<file path="src/rtl/u2c_pkg.sv">
// shared types and constants for the utf-8 to cyrillic codepage transcoder
package u2c_pkg;

  localparam logic [7:0]  SUBST_RESET  = 8'h3F;

  localparam logic [10:0] CP_UPPER_LO  = 11'h410;
  localparam logic [10:0] CP_UPPER_HI  = 11'h42F;
  localparam logic [10:0] CP_LOWER_LO  = 11'h430;
  localparam logic [10:0] CP_LOWER_HI  = 11'h43F;
  localparam logic [10:0] CP_LOWER2_LO = 11'h440;
  localparam logic [10:0] CP_LOWER2_HI = 11'h44F;
  localparam logic [10:0] CP_IO_UPPER  = 11'h401;
  localparam logic [10:0] CP_IO_LOWER  = 11'h451;

  localparam logic [7:0]  CODE_UPPER   = 8'h80;
  localparam logic [7:0]  CODE_LOWER   = 8'hA0;
  localparam logic [7:0]  CODE_LOWER2  = 8'hE0;
  localparam logic [7:0]  CODE_IO_UP   = 8'hF0;
  localparam logic [7:0]  CODE_IO_LOW  = 8'hF1;

  localparam logic [1:0]  SKIP_THREE   = 2'd2;
  localparam logic [1:0]  SKIP_FOUR    = 2'd3;

  typedef struct packed {
    logic [7:0] in_byte;
    logic       end_of_text;
  } in_item_t;

  typedef struct packed {
    logic [7:0] out_code;
    logic       run_last;
  } out_item_t;

  typedef struct packed {
    logic       pending_lead;
    logic [4:0] lead_bits;
    logic [1:0] skip_count;
  } u2c_state_t;

  typedef struct packed {
    logic       hit;
    logic [7:0] code;
  } u2c_lookup_t;

  typedef struct packed {
    logic       hit;
    logic [7:0] code;
    u2c_state_t nxt;
  } u2c_fresh_t;

  typedef struct packed {
    logic [1:0] num;
    out_item_t  res0;
    out_item_t  res1;
    u2c_state_t nxt;
  } u2c_dec_t;

endpackage

</file>
<file path="src/rtl/u2c_decode.sv">
// per-byte decode: state update and up to two result codes
module u2c_decode import u2c_pkg::*; (
  input  in_item_t   item_i,
  input  u2c_state_t state_i,
  input  logic [7:0] subst_i,
  output u2c_dec_t   dec_o
);

  function automatic u2c_lookup_t cyr_lookup(input logic [10:0] cp);
    u2c_lookup_t r;
    r.hit  = 1'b1;
    r.code = '0;
    if (cp >= CP_UPPER_LO && cp <= CP_UPPER_HI) begin
      r.code = CODE_UPPER + 8'(cp - CP_UPPER_LO);
    end else if (cp >= CP_LOWER_LO && cp <= CP_LOWER_HI) begin
      r.code = CODE_LOWER + {4'h0, cp[3:0]};
    end else if (cp >= CP_LOWER2_LO && cp <= CP_LOWER2_HI) begin
      r.code = CODE_LOWER2 + {4'h0, cp[3:0]};
    end else if (cp == CP_IO_UPPER) begin
      r.code = CODE_IO_UP;
    end else if (cp == CP_IO_LOWER) begin
      r.code = CODE_IO_LOW;
    end else begin
      r.hit = 1'b0;
    end
    return r;
  endfunction

  // byte handled with no lead waiting
  function automatic u2c_fresh_t fresh(input logic [7:0] b, input logic eot,
                                       input logic [7:0] subst);
    u2c_fresh_t f;
    f.hit  = 1'b1;
    f.code = subst;
    f.nxt  = '0;
    if (!b[7]) begin
      f.code = b;
    end else if (b[7:5] == 3'b110) begin
      if (!eot) begin
        f.hit              = 1'b0;
        f.nxt.pending_lead = 1'b1;
        f.nxt.lead_bits    = b[4:0];
      end
    end else if (b[7:4] == 4'b1110) begin
      f.nxt.skip_count = eot ? 2'd0 : SKIP_THREE;
    end else if (b[7:3] == 5'b11110) begin
      f.nxt.skip_count = eot ? 2'd0 : SKIP_FOUR;
    end
    return f;
  endfunction

  u2c_lookup_t lk;
  u2c_fresh_t  fr;

  assign lk = cyr_lookup({state_i.lead_bits, item_i.in_byte[5:0]});
  assign fr = fresh(item_i.in_byte, item_i.end_of_text, subst_i);

  always_comb begin
    dec_o     = '0;
    dec_o.nxt = state_i;
    if (state_i.skip_count != 2'd0) begin
      dec_o.nxt.skip_count = item_i.end_of_text ? 2'd0 : state_i.skip_count - 2'd1;
    end else if (state_i.pending_lead) begin
      if (lk.hit) begin
        dec_o.num  = 2'd1;
        dec_o.res0 = '{out_code: lk.code, run_last: 1'b1};
        dec_o.nxt  = '0;
      end else begin
        // miss: substitute, then the second byte taken afresh
        dec_o.res0.out_code = subst_i;
        dec_o.nxt           = fr.nxt;
        if (fr.hit) begin
          dec_o.num           = 2'd2;
          dec_o.res0.run_last = 1'b0;
          dec_o.res1          = '{out_code: fr.code, run_last: 1'b1};
        end else begin
          dec_o.num           = 2'd1;
          dec_o.res0.run_last = 1'b1;
        end
      end
    end else begin
      dec_o.nxt = fr.nxt;
      if (fr.hit) begin
        dec_o.num  = 2'd1;
        dec_o.res0 = '{out_code: fr.code, run_last: 1'b1};
      end
    end
  end

endmodule

</file>
<file path="src/rtl/u2c_res_fifo.sv">
// two-entry result queue, takes up to two results per cycle
module u2c_res_fifo import u2c_pkg::*; (
  input  logic       clk_i,
  input  logic       rst_ni,
  input  logic [1:0] push_num_i,
  input  out_item_t  push0_i,
  input  out_item_t  push1_i,
  output logic [1:0] free_o,
  output logic       out_valid_o,
  input  logic       out_stall_i,
  output out_item_t  out_o
);

  out_item_t  mem_q [2];
  logic [1:0] count_q, count_d;
  logic       rd_ptr_q, wr_ptr_q;
  logic       pop;

  assign pop         = out_valid_o && !out_stall_i;
  assign out_valid_o = (count_q != 2'd0);
  assign out_o       = mem_q[rd_ptr_q];
  assign free_o      = 2'd2 - count_q;
  assign count_d     = count_q + push_num_i - {1'b0, pop};

  always_ff @(posedge clk_i or negedge rst_ni) begin
    if (!rst_ni) begin
      count_q  <= '0;
      rd_ptr_q <= 1'b0;
      wr_ptr_q <= 1'b0;
    end else begin
      count_q  <= count_d;
      rd_ptr_q <= rd_ptr_q ^ pop;
      wr_ptr_q <= wr_ptr_q ^ push_num_i[0];
    end
  end

  always_ff @(posedge clk_i) begin
    if (push_num_i != 2'd0) begin
      mem_q[wr_ptr_q] <= push0_i;
    end
    if (push_num_i == 2'd2) begin
      mem_q[~wr_ptr_q] <= push1_i;
    end
  end

endmodule

</file>
<file path="src/rtl/utf8_to_cyrillic_codepage_core.sv">
// top level of the utf-8 to cyrillic codepage transcoder
//
// input channel: one utf-8 byte per transfer (in_valid_i / in_stall_o), with a
// flag marking the last byte of a string. output channel: one display code per
// transfer (out_valid_o / out_stall_i), run_last marks the last code caused by
// an input byte. a byte gives zero, one or two codes.
// the user writes the substitute code through cfg_we_i / cfg_wdata_i only
// while idle; the block itself does not enforce this. timing: one byte is
// accepted per cycle while each byte gives at most one code and the receiver
// does not stall. a byte is registered, decoded in the following cycle and its
// codes pushed into a two-entry result queue. a byte giving two codes waits
// until the queue is empty, holding the input while a code is still queued;
// its two codes then sit in the queue together, so the second is ready as soon
// as the first leaves. when the receiver stalls, the queue fills and the input
// register holds, raising in_stall_o; nothing is lost. reset empties both
// stages, clears the lead and skip state and sets the substitute code to '?'.
module utf8_to_cyrillic_codepage_core import u2c_pkg::*; (
  input  logic       clk_i,
  input  logic       rst_ni,
  input  logic       in_valid_i,
  output logic       in_stall_o,
  input  in_item_t   in_i,
  output logic       out_valid_o,
  input  logic       out_stall_i,
  output out_item_t  out_o,
  input  logic       cfg_we_i,
  input  logic [7:0] cfg_wdata_i
);

  logic       in_valid_q, in_valid_d;
  in_item_t   in_q;
  u2c_state_t state_q, state_d;
  logic [7:0] subst_q;
  u2c_dec_t   dec;
  logic [1:0] free;
  logic       advance, accept;
  logic [1:0] push_num;

  u2c_decode u_decode (
    .item_i  (in_q),
    .state_i (state_q),
    .subst_i (subst_q),
    .dec_o   (dec)
  );

  assign advance    = in_valid_q && (dec.num <= free);
  assign in_stall_o = in_valid_q && !advance;
  assign accept     = in_valid_i && !in_stall_o;
  assign push_num   = advance ? dec.num : 2'd0;
  assign in_valid_d = accept ? 1'b1 : (advance ? 1'b0 : in_valid_q);
  assign state_d    = advance ? dec.nxt : state_q;

  u2c_res_fifo u_res_fifo (
    .clk_i       (clk_i),
    .rst_ni      (rst_ni),
    .push_num_i  (push_num),
    .push0_i     (dec.res0),
    .push1_i     (dec.res1),
    .free_o      (free),
    .out_valid_o (out_valid_o),
    .out_stall_i (out_stall_i),
    .out_o       (out_o)
  );

  always_ff @(posedge clk_i or negedge rst_ni) begin
    if (!rst_ni) begin
      in_valid_q <= 1'b0;
      state_q    <= '0;
      subst_q    <= SUBST_RESET;
    end else begin
      in_valid_q <= in_valid_d;
      state_q    <= state_d;
      if (cfg_we_i) begin
        subst_q <= cfg_wdata_i;
      end
    end
  end

  always_ff @(posedge clk_i) begin
    if (accept) begin
      in_q <= in_i;
    end
  end

endmodule

</file>
<file path="config.mk">
export PLATFORM = sky130hd
export DESIGN_NAME = utf8_to_cyrillic_codepage_core
export DESIGN_NICKNAME = d
export VERILOG_FILES = /design/src/rtl/u2c_pkg.sv /design/src/rtl/u2c_decode.sv /design/src/rtl/u2c_res_fifo.sv /design/src/rtl/utf8_to_cyrillic_codepage_core.sv
export SDC_FILE = /design/constraint.sdc
export NUM_CORES = 1
export LEC_CHECK = 0
export BUFFER_PORTS_ARGS = -buffer_cell sky130_fd_sc_hd__buf_2
export CORE_UTILIZATION = 55
export CTS_BUF_LIST = sky130_fd_sc_hd__clkbuf_8
export DETAILED_ROUTE_END_ITERATION = 7
export PLACE_DENSITY = 0.79
export SYNTH_ARGS = -nofsm -noshare
export SYNTH_HDL_FRONTEND = slang
export SYNTH_SLANG_ARGS = --single-unit
</file>
<file path="constraint.sdc">
create_clock -name clk_i -period 4.1 [get_ports clk_i]
set_input_delay 0 -clock clk_i [delete_from_list [all_inputs] [get_ports clk_i]]
set_output_delay 0 -clock clk_i [all_outputs]
set_load 0.03 [all_outputs]
</file>
# After elaboration in Yosys (flattened, before gate mapping)
# Memories as Yosys holds them, arrays and structs flattened.
# Cells that the tools add are included.
# word_totals
n_memories	1
mem_bits_rw	18
out_inout_bits	11
register_bits	30
input_bits	22
wordCells	93
# memory_table
memory	words	word_bits	read_ports	rd_ports_with_merged_regs	wr	line_no	text
u_res_fifo.mem_q	2	9	1	0	2	u2c_res_fifo.sv:14	out_item_t mem_q [2];
# op_classes
mux	42
bitwise_logic	4
n_reduce_logical	15
n_addsub	8
n_lt_le_gt_ge	7
eq_ne	6
# ops
operator	count
two-way mux 8 bit	9
greater-or-equal comparator 11 bit, second input constant	3
<= comparator 11 bit, second input constant	3
two-way mux 9 bit	3
two-way mux 26 bit	1
== test 11 bit, second input constant	2
two-way mux 11 bit	2
two-way mux 2 bit	9
two-way mux 1 bit	15
two-way mux 6 bit	2
two-way mux 10 bit	1
adder 8 x 4 -> 8 bit, first input constant	1
adder 8 bit, first input constant	1
nonzero test 2 bit	4
subtractor 8 x 5 -> 8 bit, second input constant	1
adder 6 x 5 -> 7 bit, first input constant	1
logical AND 1 bit	7
== test 5 bit, second input constant	1
== test 4 bit, second input constant	1
== test 3 bit, second input constant	1
zero test 1 bit	3
adder 2 bit	1
== test 2 bit, second input constant	1
<= comparator 2 bit	1
other kinds (6)	8

# Depth between registers and ports, before layout
# Gate-level depths: netlist (run 1).
# depth
depth_word	16
ltp_mapped	18
depth_no_buf	17

# By module
# From an unflattened synthesis (run 1), not the netlist that was laid out.
# hier_totals
cells_unflattened	245
hier_area_um2	3029.2
# by_module_without_submodules
module	cells_each	seq_area_each_um2	n_inst	area_per_inst_um2
u2c_res_fifo	73	640.6	1	1162.4
utf8_to_cyrillic_codepage_core	58	703.2	1	1004.7
u2c_decode	114	0.0	1	862.1

# Worst setup path after synthesis (run 1)
# Ideal clock, no wire load.
# synth_timing
kind	reg2reg
from	register in_q[5] (netlist name)
to	memory u_res_fifo.mem_q[0][0] (netlist name), enable pin
setup_slack_ps	107
setup_time_ps	376
required_ps	3724
synth_period_minus_slack_ps	3993
path_buffers	1
stages_incl_launch_ff	16
t_arrival_ps	3617
path_cell_list	edfxtp_1 > inv_1 > ha_1 > and2_1 > o2111a_1 > buf_6 > a211oi_2 > nand2_1 > nor3_1 > ha_1 > nor2b_1 > o21ai_0 > nand3_1 > nor4_2 > nand2_1 > o21ai_1
# synth_rtl
element	line_no	text
start, declared	utf8_to_cyrillic_codepage_core.sv:31	in_item_t in_q;
start signal, assigned	utf8_to_cyrillic_codepage_core.sv:81	in_q <= in_i;
end, declared	u2c_res_fifo.sv:14	

==> key figures, run 1 <==
Status
  – Status: complete, no violations

Critical path
  – Worst Path Required: 4.15 ns
  – R2R setup slack: 0.27 ns
  – Reg-to-Reg Start: in_q[6]
  – Worst reg2reg endpoint: u_res_fifo.mem_q[1][7]
  – Crit-path max cell delay: 0.56 ns
  – Top Family by Delay on Critical Path: simple AND/OR/NAND/NOR gates
  – Crit path buf inv count: 0
  – CP cell instances: or2_1 -> or3_1 -> a21oi_1 -> a211oi_2 -> nand2_1 -> nor3_1 -> ha_1 -> nor2b_1 -> o21ai_1 -> nand3_1 -> or4_4 -> nor3_4 -> o32ai_1
  – Slowest cell on the critical path: edfxtp_1
  – CP arrival: 3.88 ns
  – Critical Path Fanout Max: 8
  – Worst reg2reg path depth: 13
  – Critical path class: reg -> reg
  – Worst path depth: 13
  – CP endpoint kind: flip-flop
  – Worst Setup Start Kind: flip-flop

Routing
  – Wire length per cell: 18.6 um
  – Remaining DRCs: 0
  – First DRT Iteration DRCs: 197
  – Vias per cell: 6.21
  – Detail Route Antenna Nets: 0
  – Via count: 2485
  – Routed wire length: 7450 um
  – Drt pass-1 iters: 5

Placed design
  – Dpl hpwl: 5070 um
  – Placer Congestion: 0.953
  – IO buf count: 32
  – Dpl ws: 0.166 ns

Clocking
  – CTS tree: built
  – Root buf cell: clkbuf_8
  – CTS clock-pin slew for the worst setup and hold paths: 0.10 ns
  – H-tree levels: 2
  – Skew-Pair Late Insertion Delay: 0.31 ns
  – Clk buf depth: 2
  – Clock sink total: 48
  – CTS buffer count: 5

Finish
  – Most common cell after layout, fill and taps aside: buf_2
  – Nets: 362
  – Share of post-route cells with drive strength above 1: 27.3%
  – Area Overhead vs Synth: 21.3%
  – ANT cells: 0
  – Commonest non-fill, non-tap cells in the layout: buf_2 (32), edfxtp_1 (27), nand2_1 (26)

Pwr
  – Peak supply drop: 0.000577 V
  – Leakage: 0.00144 uW
  – Pwr dens: 858 nW/um2

Yosys
  – Post-synth top area share: 28.1%
  – Post-synth EDFFs: 27
  – Top_reg_cell synth: edfxtp_1
  – Register area share after synthesis: 46.5%
  – Synth Instances: 268
  – Synthesized flop and latch total: 48
  – Synth Net Count: 301
  – Asr flop ratio synth: 43.8%
  – Cell type with the largest total area after synthesis: edfxtp_1
  – Synth unique cells: 58
  – YS warnings: 0
  – Post-Syn Area per Cell: 10.8 um2
  – Cell Area, Synth: 2890 um2
  – Ranking of synthesized cells by area: edfxtp_1 (28%), dfrtp_1 (13%), mux2_2 (6.6%), dfstp_2 (5.5%), ha_1 (4.8%)

Floorplanning
  – Die Ht: 74.5 um
  – Starting density of the core: 56.9%
  – Die area: 5540 um2
  – Row count: 26
  – IO Pins: 33
  – Die width: 74.5 um
  – CORE AREA: 5070 um2

STA
  – Setup_tns: 0 ns
  – Fmax: 261 MHz
  – Slew margin rel.: 65.6%
  – Endpoints failing setup: 0
  – Fin crit share: 93.4%
  – Worst hold margin: 0.0516 ns
  – Pins Over Slew Limit: 0
  – Worst setup margin: 0.270 ns
  – Tightest Pin Transition: 0.515 ns
  – Final hold viol count: 0
  – Min cycle time layout: 3.83 ns
  – Skew final: 0.00871 ns

GRT
  – Pin count of the biggest net entering global routing: 22
  – Global-route wire length before repair: 11600 um
  – Initial antenna violation count: 0
  – Total track usage: 28.6%
  – Vias in the first global route: 2374
  – GRT overflow: 0

Min path
  – Path type of the worst min-delay path: in -> reg
  – Worst Hold End: subst_q[7]
  – Hold path depth: 2
  – Min-delay src: cfg_we_i

Run
  – # Max-Cap Violations: 0
[worst register-to-register path: cells and delay by family, from the launching register on]
family | cells | cell delay, ns
compound gates | 4 | 0.74
flops | 1 | 0.56
fa+ha+maj | 1 | 0.32
simple gates | 8 | 1.96
[kinds of logic after synthesis]
logic type / count (synthesis) / share of synthesized area [%]
AOI/OAI and AO/OA: 75 / 19.0
xor gates and xnor gates: 7 / 2.12
adders and majority gates: 11 / 4.77
buffers and inverters: 31 / 4.46
DFF: 48 / 46.5
muxes: 21 / 8.02
and+or+nand+nor: 75 / 15.1
[timing repair]
item | in CTS | in global routing
endpoints found under the hold margin | 40 | 0
buffers inserted | 0 | 3
gates resized for setup | 0 | 3
hold buffers | 20 | 0
setup endpoints to repair | 0 | 35
[registers in the layout, indices dropped and copies added, names as in the netlist]
register and cells:
u_res_fifo.wr_ptr_q 1, in_valid_q 1, in_q 9, state_q 8
u_res_fifo.count_q 2, subst_q 8, u_res_fifo.mem_q 18, u_res_fifo.rd_ptr_q 1
[through the flow]
step	util, %	cells	cell area, um2	power (uW)
after floorplan	-	268	2890	2110
after global placement	62.3	369	3160	2540
after detailed placement	62.3	369	3160	2580
after CTS	68.5	397	3470	2960
after global routing	69.0	400	3500	3230
final	69.0	400	3500	3010
[cell type report]
| cell class | count | area, um2 |
|---|---|---|
| Tap cell | 70 | 87.6 |
| Inverter | 19 | 71.3 |
| Multi-Input combinational cell | 189 | 1420 |
| Clock inverter | 3 | 45.0 |
| Sequential cell | 48 | 1340 |
| Clock buffer | 5 | 68.8 |
| Timing Repair Buffer | 66 | 465 |
| Fill cell | 381 | 1570 |
[routing by layer]
metal  vias to the layer above  track usage (%)  share of wire, %
met5                         -                0                 0
met4                         0             8.39               1.3
met3                        13             5.15               7.2
met2                       130             50.1                51
met1                      1195             36.2                41
li1                       1147                -                 -
[worst max path at each step]
stage                 start                endpoint  slack [ns]
floorplan           in_q[5]  u_res_fifo.mem_q[0][0]        0.11
global placement    in_q[5]  u_res_fifo.mem_q[0][7]        0.20
detailed placement  in_q[5]  u_res_fifo.mem_q[0][4]        0.17
CTS                 in_q[5]  u_res_fifo.mem_q[0][4]        0.13
global route        in_q[6]   u_res_fifo.count_q[1]       -0.01
finish              in_q[6]  u_res_fifo.mem_q[1][7]        0.27
[synthesized netlist by cell type (all sizes together) (5+ instances only)]
cell,n
xnor2,5
dfstp,6
dfrtp,15
nand2,26
inv,19
nor2,10
clkbuf,7
a21oi,9
edfxtp,27
buf,5
mux2,17
o21ai,13
nor3,6
o31ai,14
a41oi,8
ha,11
[power by group]
group	switching, uW	total, uW	internal [uW]
Sequential	178	994	816
Clock	174	359	184
Combinational	1000	1650	650
Total	1360	3010	1650
(Power assumes the default switching activity.)
==> inputs of run 2 (changes only) <==
--- a/config.mk
+++ b/config.mk
@@ -9,7 +9,7 @@
 export CORE_UTILIZATION = 55
 export CTS_BUF_LIST = sky130_fd_sc_hd__clkbuf_8
 export DETAILED_ROUTE_END_ITERATION = 7
-export PLACE_DENSITY = 0.79
+export PLACE_DENSITY_LB_ADDON = 0.3
 export SYNTH_ARGS = -nofsm -noshare
 export SYNTH_HDL_FRONTEND = slang
 export SYNTH_SLANG_ARGS = --single-unit
==> run 2 against run 1 <==
- sequential share of layout area is 0.055 points higher
- total power decreased by 1.5%
- die area stayed put
- largest cell class unchanged
==> key figures, run 2 (synthesis results as in run 1) <==
Routing
  – Drt pass-1 iters: 4
  – Detail Route Antenna Nets: 0
  – Wire length per cell: 18.6 um
  – Via count: 2490
  – Remaining DRCs: 0
  – First DRT Iteration DRCs: 206
  – Routed wire length: 7490 um
  – Vias per cell: 6.19

GRT
  – Vias in the first global route: 2352
  – Total track usage: 28.8%
  – Pin count of the biggest net entering global routing: 22
  – Global-route wire length before repair: 11600 um
  – Initial antenna violation count: 0
  – GRT overflow: 0

Critical path
  – Top Family by Delay on Critical Path: simple AND/OR/NAND/NOR gates
  – CP endpoint kind: flip-flop
  – Crit-path max cell delay: 0.50 ns
  – Crit path buf inv count: 0
  – Critical path class: reg -> reg
  – CP cell instances: nor4b_2 -> nor4b_2 -> and2_1 -> nor3_1 -> a21o_1 -> ha_1 -> nand2_1 -> o21ai_1 -> nand3_1 -> or4_4 -> nor3_4 -> o22ai_1
  – Worst Path Required: 4.15 ns
  – Crit-path most repeated cell: nor4b_2
  – CP arrival: 3.92 ns
  – Worst Setup Start Kind: flip-flop
  – Slowest cell on the critical path: or4_4
  – Critical Path Fanout Max: 7

Run
  – # Max-Cap Violations: 0

STA
  – RSZ-0062 raised after global routing: no
  – Endpoints failing setup: 0
  – Slew margin rel.: 64.5%
  – Worst setup margin: 0.228 ns
  – Final hold viol count: 0
  – Tightest Pin Transition: 0.527 ns
  – Pins Over Slew Limit: 0
  – Setup_tns: 0 ns
  – Skew final: 0.00811 ns
  – Min cycle time layout: 3.87 ns
  – Fin crit share: 94.4%
  – Fmax: 258 MHz

Clocking
  – CTS buffer count: 5
  – CTS tree: built
  – CTS clock-pin slew for the worst setup and hold paths: 0.09 ns
  – Clk buf depth: 2
  – Skew-Pair Late Insertion Delay: 0.31 ns
  – Clock sink total: 48
  – H-tree levels: 2
  – Root buf cell: clkbuf_8

Finish
  – ANT cells: 0
  – Commonest non-fill, non-tap cells in the layout: buf_2 (32), edfxtp_1 (27), nand2_1 (26)
  – Nets: 364
  – Most flops, register: u_res_fifo.mem_q
  – Max FFs per register: 18
  – Area Overhead vs Synth: 21.1%
  – Final instance area: 3500 um2
  – Multi-input gate area: 1440 um2
  – Largest regs: u_res_fifo.mem_q (18), in_q (9)
  – Fin util: 68.9%
  – Fillcell total: 405
  – Reg area: 1340 um2
  – Share of post-route cells with drive strength above 1: 28.0%
  – Most common cell after layout, fill and taps aside: buf_2

Status
  – Status: complete, no violations

Placed design
  – IO buf count: 32
  – Dpl cell area: 3180 um2
  – Dpl hpwl: 5220 um
  – Placer Congestion: 1.03
  – Dpl ws: 0.176 ns

Floorplanning
  – CORE AREA: 5070 um2
  – Row count: 26
  – IO Pins: 33
  – Die area: 5540 um2
  – Die Ht: 74.5 um
  – Die width: 74.5 um
  – Starting density of the core: 56.9%

Pwr
  – Peak supply drop: 0.000490 V
  – Leakage: 0.00144 uW
  – Pwr dens: 847 nW/um2

Min path
  – Path type of the worst min-delay path: in -> reg
[run 2: changes by cell type in the layout (fill, tap and decap cells not counted)]
| cell | previous run | this run |
|---|---|---|
| buf_4 | 14 | 17 |
| bufinv_16 | 1 | 0 |
| clkinv_1 | 0 | 1 |
| clkinv_2 | 0 | 2 |
| dlygate4sd3_1 | 20 | 19 |
| inv_4 | 1 | 0 |
| inv_6 | 1 | 0 |
| nor3_1 | 4 | 3 |
| nor3_2 | 0 | 1 |
| nor4_2 | 1 | 0 |
| nor4_4 | 0 | 1 |
[run 2: worst register-to-register path, cell delays in order (launching register included)]
cell	delay [ns]
edfxtp_1	0.49
nor4b_2	0.43
nor4b_2	0.41
and2_1	0.35
nor3_1	0.13
a21o_1	0.23
ha_1	0.28
nand2_1	0.05
o21ai_1	0.09
nand3_1	0.19
or4_4	0.50
nor3_4	0.34
o22ai_1	0.13
[run 2: metal layers]
| layer | wire [um] | vias to the layer above | global-route usage (%) |
|---|---|---|---|
| li1 | - | 1153 | - |
| met1 | 3110 | 1182 | 38.1 |
| met2 | 3520 | 133 | 45.2 |
| met3 | 634 | 22 | 6.64 |
| met4 | 228 | 0 | 12.6 |
| met5 | 0 | - | 0 |
[run 2: where the power goes]
part           internal (uW)  switching (uW)
combinational            659            1030
sequential               816             180
clock                    116             162
[run 2: per-stage QoR]
| stage | instances | power, uW | hold slack (ns) |
|---|---|---|---|
| 4_1_cts | 398 | 2890 | 0.0105 |
| 5_1_grt | 402 | 3170 | 0.0322 |
| 2_1_floorplan | 268 | 2110 | -0.296 |
| 3_3_place_gp | 371 | 2550 | -0.0115 |
| 6_report | 402 | 2960 | 0.00617 |
| 3_5_place_dp | 371 | 2600 | -0.00901 |
[run 2: area by class of cell]
cell class	instances	area share [%]
multi-input cells	189	41.0
flip-flops and latches	48	38.4
repair buffers	68	13.7
well taps	70	2.50
inverters	19	2.04
clock buffers	5	1.97
clock inverters	3	0.393
[run 2: timing repair]
action                                  CTS  global route
gates resized for setup                   0             5
setup buffers                             0             4
endpoints found under the setup margin    0            35
hold endpoints to repair                 33             0
hold buffers                             19             0
[run 2: final timing paths]
path,cells past startpoint,end,slack [ns],from
max,12,u_res_fifo.mem_q[1][6],0.23,in_q[2]
min,3,u_res_fifo.rd_ptr_q,0.006,out_stall_i
max reg2reg,12,u_res_fifo.mem_q[1][6],0.23,in_q[2]
min reg2reg,2,state_q[0],0.57,state_q[0]
max in group asynchronous,2,subst_q[0],3.56,rst_ni
min in group asynchronous,2,u_res_fifo.count_q[1],0.18,rst_ni
==> inputs of run 3 (changes only) <==
--- a/config.mk
+++ b/config.mk
@@ -6,10 +6,10 @@
 export NUM_CORES = 1
 export LEC_CHECK = 0
 export BUFFER_PORTS_ARGS = -buffer_cell sky130_fd_sc_hd__buf_2
-export CORE_UTILIZATION = 55
+export CORE_UTILIZATION = 26
 export CTS_BUF_LIST = sky130_fd_sc_hd__clkbuf_8
 export DETAILED_ROUTE_END_ITERATION = 7
-export PLACE_DENSITY_LB_ADDON = 0.3
+export PLACE_DENSITY = 0.53
 export SYNTH_ARGS = -nofsm -noshare
 export SYNTH_HDL_FRONTEND = slang
 export SYNTH_SLANG_ARGS = --single-unit
==> run 3 against run 2 <==
- register-to-register slack improved by 0.10 ns
- maximum frequency rose by 2.7%
- highest routed layer unchanged
- critical path depth rose by 2
- clock power barely moved
- non-clock buffer count rose by 2
- sequential power fell by 0.7%
- count of clock-buffer cells in the layout did not move
- sequential share of layout area fell by 1.2 points
- critical endpoint is now u_res_fifo.mem_q[1][7]
- largest power group unchanged
- via count fell by 5.3%
- die area rose by 110%
- cell area rose by 3.3%
- combinational power barely moved
==> key figures, run 3 (synthesis results as in run 1) <==
Status
  – Status: complete, no violations

STA
  – Skew final: 0.0128 ns
  – RSZ-0062 raised after global routing: no
  – Fmax: 265 MHz
  – Slew margin rel.: 59.9%
  – Min cycle time layout: 3.77 ns
  – Final hold viol count: 0
  – Endpoints failing setup: 0
  – Pins Over Slew Limit: 0
  – Fin crit share: 91.9%
  – Tightest Pin Transition: 0.595 ns
  – Setup_tns: 0 ns

Floorplanning
  – Die Ht: 107 um
  – Starting density of the core: 26.6%
  – IO Pins: 33
  – Die width: 107 um
  – CORE AREA: 10800 um2
  – Row count: 38
  – Die area: 11500 um2

Finish
  – Max FFs per register: 18
  – Largest regs: u_res_fifo.mem_q (18), in_q (9)
  – Commonest non-fill, non-tap cells in the layout: buf_2 (32), edfxtp_1 (27), nand2_1 (26)
  – Nets: 366
  – Most common cell after layout, fill and taps aside: buf_2
  – ANT cells: 0
  – Reg area: 1340 um2
  – Share of post-route cells with drive strength above 1: 27.8%
  – Area Overhead vs Synth: 25.1%
  – Most flops, register: u_res_fifo.mem_q
  – Multi-input gate area: 1440 um2
  – Fillcell total: 1115
  – Layout Cells excl Fill: 474

GRT
  – Global-route wire length before repair: 11700 um
  – Total track usage: 13.2%
  – GRT overflow: 0
  – Vias in the first global route: 2279
  – Pin count of the biggest net entering global routing: 22
  – Initial antenna violation count: 0

Routing
  – Detail Route Antenna Nets: 0
  – Routed wire length: 7260 um
  – Remaining DRCs: 0
  – First DRT Iteration DRCs: 226
  – Drt pass-1 iters: 5
  – Wire length per cell: 15.3 um
  – Via count: 2358
  – Vias per cell: 4.97

Clocking
  – H-tree levels: 2
  – Clock sink total: 48
  – CTS buffer count: 5
  – Clk buf depth: 2
  – CTS clock-pin slew for the worst setup and hold paths: 0.09 ns
  – Skew-Pair Late Insertion Delay: 0.30 ns
  – Root buf cell: clkbuf_8
  – CTS tree: built

Placed design
  – Placed Cells: 441
  – Placer Congestion: 0.867
  – IO buf count: 32
  – Dpl hpwl: 5550 um

Critical path
  – CP cell instances: buf_4 -> or2_1 -> a41o_1 -> o2111a_1 -> a211oi_2 -> nand2_1 -> nor3_1 -> ha_1 -> nor2b_1 -> o21ai_1 -> nand3_1 -> or4_4 -> nor3_4 -> o32ai_1
  – CP endpoint kind: flip-flop
  – CP arrival: 3.79 ns
  – Slowest cell on the critical path: or4_4
  – Top Family by Delay on Critical Path: simple AND/OR/NAND/NOR gates
  – Worst Setup Start Kind: flip-flop
  – Worst Path Required: 4.12 ns
  – Critical path class: reg -> reg
  – Crit path buf inv count: 1
  – Critical Path Fanout Max: 7
  – Crit-path max cell delay: 0.49 ns

Pwr
  – Peak supply drop: 0.000437 V
  – Leakage: 0.00145 uW
  – Pwr dens: 815 nW/um2

Min path
  – Path type of the worst min-delay path: in -> reg

Run
  – # Max-Cap Violations: 0
[run 3: path summary, 6_finish.rpt]
path	start	to	slack [ns]	depth (start not counted)
max	in_q[5]	u_res_fifo.mem_q[1][7]	0.33	14
min reg2reg	state_q[0]	state_q[0]	0.54	2
min in group asynchronous	rst_ni	state_q[4]	0.19	2
min	cfg_we_i	subst_q[7]	0.03	2
max in group asynchronous	rst_ni	subst_q[1]	3.55	2
max reg2reg	in_q[5]	u_res_fifo.mem_q[1][7]	0.33	14
[run 3: final cells by class]
type	count	area share, %
clock inverter	3	0.520
clock buffer	5	1.91
timing repair buffer	70	13.7
multi-input combinational	189	39.8
sequential	48	37.2
tap	140	4.85
inverter	19	1.97
[run 3: what timing repair did]
item,CTS,global route
setup endpoints to repair,0,34
hold endpoints to repair,34,0
hold buffers,20,0
setup buffers,0,5
gates resized for setup,0,4
[run 3: power by group]
| part | switching, uW | total [uW] | leakage (uW) | internal [uW] |
|---|---|---|---|---|
| sequential | 173 | 989 | 0.000509 | 816 |
| combinational | 1010 | 1670 | 0.000893 | 663 |
| clock | 162 | 281 | 0.0000479 | 119 |
[run 3: layer usage]
layer / part of all wire, % / GRT usage [%] / routed length [um] / vias to the layer above
met2: 46 / 21.7 / 3370 / 60
met5: 0 / 0 / 0 / -
met3: 5.6 / 2.78 / 410 / 8
li1: - / - / - / 1160
met4: 1.0 / 2.84 / 76 / 0
met1: 47 / 17.7 / 3400 / 1130
[run 3: per-stage QoR]
step           setup WS (ns)  util, %  area [um2]  hold WS (ns)  total power, uW
6_report               0.331     33.3        3610        0.0288             2940
5_1_grt               0.0390     33.3        3610        0.0398             3180
4_1_cts                0.150     32.8        3550        0.0366             2920
3_5_place_dp           0.205     30.1        3260      0.000750             2620
3_3_place_gp           0.278     30.1        3260      -0.00575             2600
2_1_floorplan          0.107        -        2890        -0.296             2110
